--- src/lpfd_pkg.sv ---
// ----------------------------------------------------------------------------
// lpfd_pkg
// Shared types and constants for the type/length prefixed frame delimiter.
// ----------------------------------------------------------------------------
package lpfd_pkg;

  localparam int FIELD_BYTES  = 4;
  localparam int HEADER_BYTES = 2 * FIELD_BYTES;
  localparam int HDR_IDX_W    = $clog2(HEADER_BYTES);
  localparam int FLD_IDX_W    = (FIELD_BYTES > 1) ? $clog2(FIELD_BYTES) : 1;

  localparam logic [31:0] MAX_TYPE_RESET = 32'd15;

  typedef enum logic [1:0] {
    ST_HEADER    = 2'd0,
    ST_PAYLOAD   = 2'd1,
    ST_HEARTBEAT = 2'd2,
    ST_TYPE_ERR  = 2'd3
  } status_t;

  typedef struct packed {
    logic [HDR_IDX_W-1:0] header_index;
    logic [31:0]          type_accum;
    logic [31:0]          length_accum;
    logic [31:0]          payload_left;
    logic                 in_payload;
    logic                 error_latched;
  } state_t;

  typedef struct packed {
    logic [7:0]  byte_out;
    status_t     status;
    logic        frame_last;
    logic [31:0] frame_type;
    logic [31:0] frame_length;
  } result_t;

endpackage

--- src/lpfd_step.sv ---
// ----------------------------------------------------------------------------
// lpfd_step
// Next-state and result logic for one stream byte: header assembly, payload
// countdown, heartbeat detection and the sticky type check.
// ----------------------------------------------------------------------------
module lpfd_step (
  input  lpfd_pkg::state_t  state_i,
  input  logic [7:0]        data_byte_i,
  input  logic [31:0]       max_type_i,
  output lpfd_pkg::state_t  state_o,
  output lpfd_pkg::result_t result_o
);
  import lpfd_pkg::*;

  logic [HDR_IDX_W-1:0] idx;
  logic [HDR_IDX_W-1:0] len_off;
  logic [FLD_IDX_W-1:0] len_pos;
  logic [31:0]          type_base;
  logic [31:0]          len_base;
  logic [31:0]          left_dec;
  status_t              status;
  logic                 last;

  assign idx     = state_i.header_index;
  assign len_off = idx - HDR_IDX_W'(FIELD_BYTES);
  assign len_pos = len_off[FLD_IDX_W-1:0];
  assign left_dec = state_i.payload_left - 32'd1;

  always_comb begin
    state_o   = state_i;
    status    = ST_HEADER;
    last      = 1'b0;
    type_base = 32'd0;
    len_base  = 32'd0;
    if (state_i.error_latched) begin
      status = ST_TYPE_ERR;
    end else if (state_i.in_payload) begin
      status               = ST_PAYLOAD;
      state_o.payload_left = left_dec;
      if (left_dec == 32'd0) begin
        last                 = 1'b1;
        state_o.in_payload   = 1'b0;
        state_o.header_index = '0;
      end
    end else begin
      // byte 0 of a header starts both fields from zero
      if (idx != '0) begin
        type_base = state_i.type_accum;
        len_base  = state_i.length_accum;
      end
      if (idx < HDR_IDX_W'(FIELD_BYTES)) begin
        state_o.type_accum   = type_base | (32'(data_byte_i) << {idx, 3'b000});
        state_o.length_accum = len_base;
      end else begin
        state_o.type_accum   = type_base;
        state_o.length_accum = len_base | (32'(data_byte_i) << {len_pos, 3'b000});
      end
      if (idx == HDR_IDX_W'(HEADER_BYTES - 1)) begin
        state_o.header_index = '0;
        if (state_o.type_accum > max_type_i) begin
          state_o.error_latched = 1'b1;
          status                = ST_TYPE_ERR;
        end else if (state_o.length_accum == 32'd0) begin
          status = ST_HEARTBEAT;
        end else begin
          state_o.in_payload   = 1'b1;
          state_o.payload_left = state_o.length_accum;
        end
      end else begin
        state_o.header_index = idx + HDR_IDX_W'(1);
      end
    end
  end

  assign result_o.byte_out     = data_byte_i;
  assign result_o.status       = status;
  assign result_o.frame_last   = last;
  assign result_o.frame_type   = state_o.type_accum;
  assign result_o.frame_length = state_o.length_accum;

endmodule

--- src/length_prefixed_frame_delimiter_core.sv ---
// ----------------------------------------------------------------------------
// length_prefixed_frame_delimiter_core
// Splits a byte stream into type/length prefixed frames and tags every byte.
//
//   channel  direction  ports
//   in       input      in_valid, in_ready, in_data_byte
//   out      output     out_valid, out_ready, out_byte_out, out_status,
//                       out_frame_last, out_frame_type, out_frame_length
//   cfg      input      cfg_valid, cfg_ready, cfg_data (max_type)
//
// One byte per cycle while the output drains: each accepted transaction updates
// the frame state and loads the result register in the same cycle.
// in_ready is high while the result register is empty or being drained, so a
// stalled output holds exactly one result and blocks further input.
// rst_n (synchronous) clears the frame state, the error flag and the output
// valid, and sets max_type to 15. cfg_ready is always high.
// ----------------------------------------------------------------------------
module length_prefixed_frame_delimiter_core (
  input  logic        clk,
  input  logic        rst_n,
  input  logic        in_valid,
  output logic        in_ready,
  input  logic [7:0]  in_data_byte,
  output logic        out_valid,
  input  logic        out_ready,
  output logic [7:0]  out_byte_out,
  output logic [1:0]  out_status,
  output logic        out_frame_last,
  output logic [31:0] out_frame_type,
  output logic [31:0] out_frame_length,
  input  logic        cfg_valid,
  output logic        cfg_ready,
  input  logic [31:0] cfg_data
);
  import lpfd_pkg::*;

  state_t      state_r;
  state_t      state_nxt;
  result_t     result_nxt;
  result_t     result_r;
  logic        out_valid_r;
  logic [31:0] max_type_r;
  logic        in_fire;

  assign in_ready  = !out_valid_r || out_ready;
  assign in_fire   = in_valid && in_ready;
  assign cfg_ready = 1'b1;

  lpfd_step u_step (
    .state_i     (state_r),
    .data_byte_i (in_data_byte),
    .max_type_i  (max_type_r),
    .state_o     (state_nxt),
    .result_o    (result_nxt)
  );

  always_ff @(posedge clk) begin
    if (!rst_n) begin
      state_r     <= '0;
      out_valid_r <= 1'b0;
      max_type_r  <= MAX_TYPE_RESET;
    end else begin
      if (cfg_valid) begin
        max_type_r <= cfg_data;
      end
      if (in_fire) begin
        state_r     <= state_nxt;
        out_valid_r <= 1'b1;
      end else if (out_ready) begin
        out_valid_r <= 1'b0;
      end
    end
  end

  // result payload: load on every accepted transaction, hold otherwise
  always_ff @(posedge clk) begin
    if (in_fire) begin
      result_r <= result_nxt;
    end
  end

  assign out_valid        = out_valid_r;
  assign out_byte_out     = result_r.byte_out;
  assign out_status       = result_r.status;
  assign out_frame_last   = result_r.frame_last;
  assign out_frame_type   = result_r.frame_type;
  assign out_frame_length = result_r.frame_length;

endmodule

--- config.mk ---
export PLATFORM = sky130hd
export DESIGN_NAME = length_prefixed_frame_delimiter_core
export DESIGN_NICKNAME = d
export VERILOG_FILES = /design/src/lpfd_pkg.sv /design/src/lpfd_step.sv /design/src/length_prefixed_frame_delimiter_core.sv
export SDC_FILE = /design/constraint.sdc
export NUM_CORES = 1
export LEC_CHECK = 0
export ABC_CLOCK_PERIOD_IN_PS = 4000
export BUFFER_PORTS_ARGS = -buffer_cell sky130_fd_sc_hd__buf_2
export CORE_ASPECT_RATIO = 1.4
export CORE_MARGIN = 2
export CORE_UTILIZATION = 50
export CTS_CLUSTER_SIZE = 20
export DETAILED_ROUTE_END_ITERATION = 8
export HOLD_SLACK_MARGIN = 0.02
export PLACE_DENSITY_LB_ADDON = 0.08
export SKIP_CTS_REPAIR_TIMING = 1
export SYNTH_ARGS = -nofsm -noshare
export SYNTH_HDL_FRONTEND = slang
export SYNTH_HIERARCHICAL = 1
export SYNTH_SLANG_ARGS = --single-unit
--- constraint.sdc ---
create_clock -name clk -period 4 [get_ports clk]
set_input_delay 0.8 -clock clk [delete_from_list [all_inputs] [get_ports clk]]
set_output_delay 0.8 -clock clk [all_outputs]
set_load 0.02 [all_outputs]
# Yosys cells after proc, flatten, opt, wreduce, memory -nomap -nowiden
# Index checks and enable logic that the tools add are counted.
# op_classes
n_addsub	3
n_lt_le_gt_ge	2
n_eq_ne	4
n_shift	2
muxes	28
bitwise	4
reduce_logical	13
# ops
operator	n
$mux 64	4
$mux 32	6
$mux 33	3
$mux 98	1
$logic_not 32->1	2
$or 32x32->32	2
$mux 34	1
$gt 32x32->1	1
$shl 8x5->32	1
$shl 8x6->32	1
$sub 32x1->32 const B	1
$mux 3	3
$mux 2	4
$mux 1	6
$reduce_and 5->1	1
$ne 2x2->1 const B	2
$reduce_bool 2->1	2
$reduce_or 2->1	2
$add 3x1->3 const B	1
$eq 3x3->1 const B	1
$lt 3x3->1 const B	1
$reduce_and 3->1	1
$reduce_bool 3->1	1
$ne 2x1->1 const B	1
other kinds (6)	7
# word_totals
ff_bits	209
in_bits	45

# Depth between registers and ports, before layout
# depth
depth_word	14
ltp_mapped	20

# Modules after synthesis
# The synthesis kept the hierarchy.
# by_module_without_submodules
mod	n_inst	cells_per_inst	area_each_um2	seq_area_each_um2
length_prefixed_frame_delimiter_core	1	624	7495.9	4934.7
lpfd_step	1	727	4705.8	0.0

# Least setup slack after synthesis
# No wires, ideal clock.
# synth_timing
path_type	reg-to-reg
startpoint	reg state_r[98] in the netlist's numbering
endpoint	reg state_r[33] in the netlist's numbering
arrival_time_ns	3.987
path_slack_ns	-0.113
stages_incl_launch_ff	20
n_path_buf	4
synth_period_minus_slack_ns	4.113
cell_sequence	dfxtp_1 > buf_2 > inv_1 > ha_1 > buf_2 > nand2b_1 > clkbuf_1 > a22o_1 > ha_1 > nor2b_1 > o211ai_1 > a21oi_1 > or4_1 > a211oi_1 > o21ai_2 > o21a_1 > buf_2 > a221o_1 > nand2_1 > mux2i_1
# synth_via
elab_chain_len	12
# synth_rtl
item	line	rtl
start: declaration	length_prefixed_frame_delimiter_core.sv:37	state_t state_r;
start signal: assignment	length_prefixed_frame_delimiter_core.sv:67	state_r <= state_nxt;
branches (longest 12 deep; another with $gt 32x32->1)	-	
# Parallel ways; which one is timed is not known. The select of a mux whose other input is x is not followed.
# A chain may end at the register's enable or synchronous reset.

# Worst setup path in the final report
# layout_timing
startpoint	reg state_r[99] in the netlist's numbering
endpoint	reg state_r[16] in the netlist's numbering
# The elaborated chain is that of the path after synthesis.

==> impl_metrics.py <==
metrics = {
    "status": {
        "status": "finished, final reports clean",
    },
    "placement": {
        "place_area_sq_um": 12700,
        "gp_congestion": 0.859,
        "dpl.hpwl_microns": 22100,
        "place_inst": 1681,
        "io_buffer_count": 121,
    },
    "final_layout": {
        "nFillCells": 2166,
        "fin_nets": 1486,
        "area_growth_pct": 12.5,
        "instances_no_fill": 1730,
        "drive_gt1_share_pct": 20.4,
        "antennaDiodeCount": 0,
        "finalInstanceArea_sq_um": 13700,
        "final_common_cell": "nand2_1",
        "final_cell_mix": "nand2_1, mux2i_1, dfxtp_1",
    },
    "yosys": {
        "synth-seq-area-share_pct": 40.4,
        "avgSynthCellArea_sq_um": 9.03,
        "syn_nets": 1433,
        "ys_seq_elements": 209,
        "synth_edf_count": 75,
        "mappedNetlistArea_sq_um": 12200,
        "synth_warnings": 6,
        "syn_inst": 1351,
        "async_flop_share_pct": 0,
        "synthFlopType": "dfxtp_1",
        "synthDistinctLibCells": 67,
    },
    "grt": {
        "grt-ovfl-total": 0,
        "grt_max_degree": 115,
        "grt_antenna_before_repair": 0,
        "grt.total_usage_pct": 24.3,
        "grt_pass1_wl_microns": 49700,
        "grt_pass1_vias": 9213,
    },
    "route": {
        "post-route-drc-count": 0,
        "vias": 9677,
        "ant_nets": 0,
        "avgRoutedWirePerCell_microns": 18.5,
        "detail_route.first_pass.iterations": 5,
        "drt_iter0_markers": 547,
        "via_per_inst": 5.59,
        "drt_wl_total_microns": 32100,
    },
    "clocking": {
        "cts_made_buffers": 23,
        "cts_root_buf": "clkbuf_16",
        "cts.sinks": 209,
        "clk_pin_slew_ns": 0.06,
        "htree_levels": 1,
        "clk_path_buf_depth": 3,
        "clk-insertion-delay-late_ns": 0.52,
        "cts_tree": "done",
    },
    "timing": {
        "fin_crit_sh_pct": 95.9,
        "fin_setup_tns_ns": 0,
        "fmax_mhz": 261,
        "worstMarginPinSlew_ns": 0.990,
        "max_slew_margin_pct": 34.0,
        "timing.hold.ws_ns": 0.473,
        "setup_viol_count_final": 0,
        "finClkSkew_ns": 0.0138,
        "hold_violations": 0,
        "maxSlewViolCount": 0,
        "layout_min_cycle_time_ns": 3.84,
    },
    "power": {
        "p_per_area_nw_per_um2": 376,
        "power.leakage_uw": 0.00571,
        "peakVddDrop_v": 0.000266,
    },
    "floorplanning": {
        "boundaryPins": 123,
        "start_util_pct": 50.9,
        "die-area_sq_um": 25700,
        "core-area_sq_um": 24000,
        "die_x_microns": 136,
        "std_cell_rows": 67,
        "die_y_microns": 189,
    },
    "worst_setup_path": {
        "crit_cells": 18,
        "cp_max_fo": 8,
        "cpPeakStageDelay_ns": 0.55,
        "cp.required_ns": 4.40,
        "criticalPathCategory": "register to register",
        "crit_slowest_cell": "or4_4",
        "r2r_cells": 18,
        "cp.arrival_ns": 4.23,
        "worst_setup_path_end_kind": "register",
        "path_buf_inv": 6,
        "cp-start-kind": "register",
        "cp_top_family": "compound AO/OA/AOI/OAI gates",
        "path_cells": "inv_2 > ha_4 > nand2b_4 > buf_12 > buf_6 > buf_4 > a22o_1 > ha_1 > nand4_1 > a21oi_1 > or4_4 > a211oi_4 > o211ai_1 > buf_4 > buf_6 > o221a_2 > nand2_1 > mux2i_1",
    },
    "worst_hold_path": {
        "holdPathStages": 2,
        "holdCritPathClass": "register to register",
    },
    "flow_run": {
        "drv_cap": 0,
    },
}
-- area by class of cell --
cell class	instances	area (sq um)	share of cell area, %
well taps	310	388	2.82
inverters	48	180	1.31
flip-flops and latches	209	4940	36.0
repair buffers	186	1220	8.92
clock inverters	10	110	0.802
clock buffers	31	657	4.78
multi-input cells	936	6230	45.4
-- stage by stage --
stage	setup WS, ns	util (%)	total power (uW)
finish	0.163	57.3	5160
floorplan	0.0706	-	2820
CTS	-0.0558	56.4	5150
global placement	0.0325	53.2	2980
global route	-0.0244	57.3	5350
detailed placement	-0.0474	53.2	2990
-- worst reg2reg max path, stage by stage (launching register included) --
cell and delay, ns:
dfxtp_2 0.37, inv_2 0.11, ha_4 0.15, nand2b_4 0.08
buf_12 0.14, buf_6 0.14, buf_4 0.14, a22o_1 0.22
ha_1 0.27, nand4_1 0.11, a21oi_1 0.08, or4_4 0.55
a211oi_4 0.39, o211ai_1 0.23, buf_4 0.23, buf_6 0.13
o221a_2 0.26, nand2_1 0.05, mux2i_1 0.08
-- synthesized netlist by cell type (all sizes together) (9+ instances only) --
library cell / n / area (sq um)
a22o: 33 / 289
o221a: 9 / 101
clkbuf: 53 / 199
mux2: 24 / 270
nor4: 15 / 115
edfxtp: 75 / 2250
a21oi: 43 / 215
dfxtp: 134 / 2680
nor2: 44 / 165
a221oi: 23 / 201
nor3: 23 / 143
buf: 105 / 774
and2: 10 / 62.6
inv: 48 / 180
nand2b: 10 / 70.1
nor2b: 55 / 344
mux2i: 134 / 1340
nand3: 13 / 65.1
nand4: 17 / 121
ha: 37 / 463
nand2: 301 / 1130
o21ai: 42 / 214
-- where the power goes --
group / leakage (uW) / internal (uW) / switching (uW)
sequential: 0.00184 / 2290 / 36.5
combinational: 0.00350 / 261 / 415
clock: 0.000370 / 1280 / 883
-- sequential cells by signal, indices dropped and copies added, names as in the netlist --
register,count
out_frame_type,32
state_r,101
max_type_r,32
out_byte_out,8
out_frame_length,32
out_status,2
out_frame_last,1
out_valid,1
-- final timing paths --
path               start           to  slack [ns]
max          state_r[99]  state_r[16]        0.16
min          state_r[93]  state_r[93]        0.47
max reg2reg  state_r[99]  state_r[16]        0.16
min reg2reg  state_r[93]  state_r[93]        0.47
-- logic make-up after synthesis --
group | count (synthesis) | share of synthesized area, %
simple gates | 521 | 20.2
compound gates | 209 | 12.2
flops | 209 | 40.4
buf+inv | 206 | 9.45
mux | 158 | 13.2
fa+ha+maj | 37 | 3.79
xor+xnor | 10 | 0.718
other cells | 1 | 0.0307
-- per-layer routing --
metal / wire length [microns] / global-route usage, % / vias up
li1: - / - / 4797
met4: 1490 / 10.6 / 0
met1: 13500 / 30.4 / 4579
met2: 15800 / 42.2 / 237
met5: 0 / 0 / -
met3: 1270 / 2.50 / 64
(Power assumes the default switching activity.)
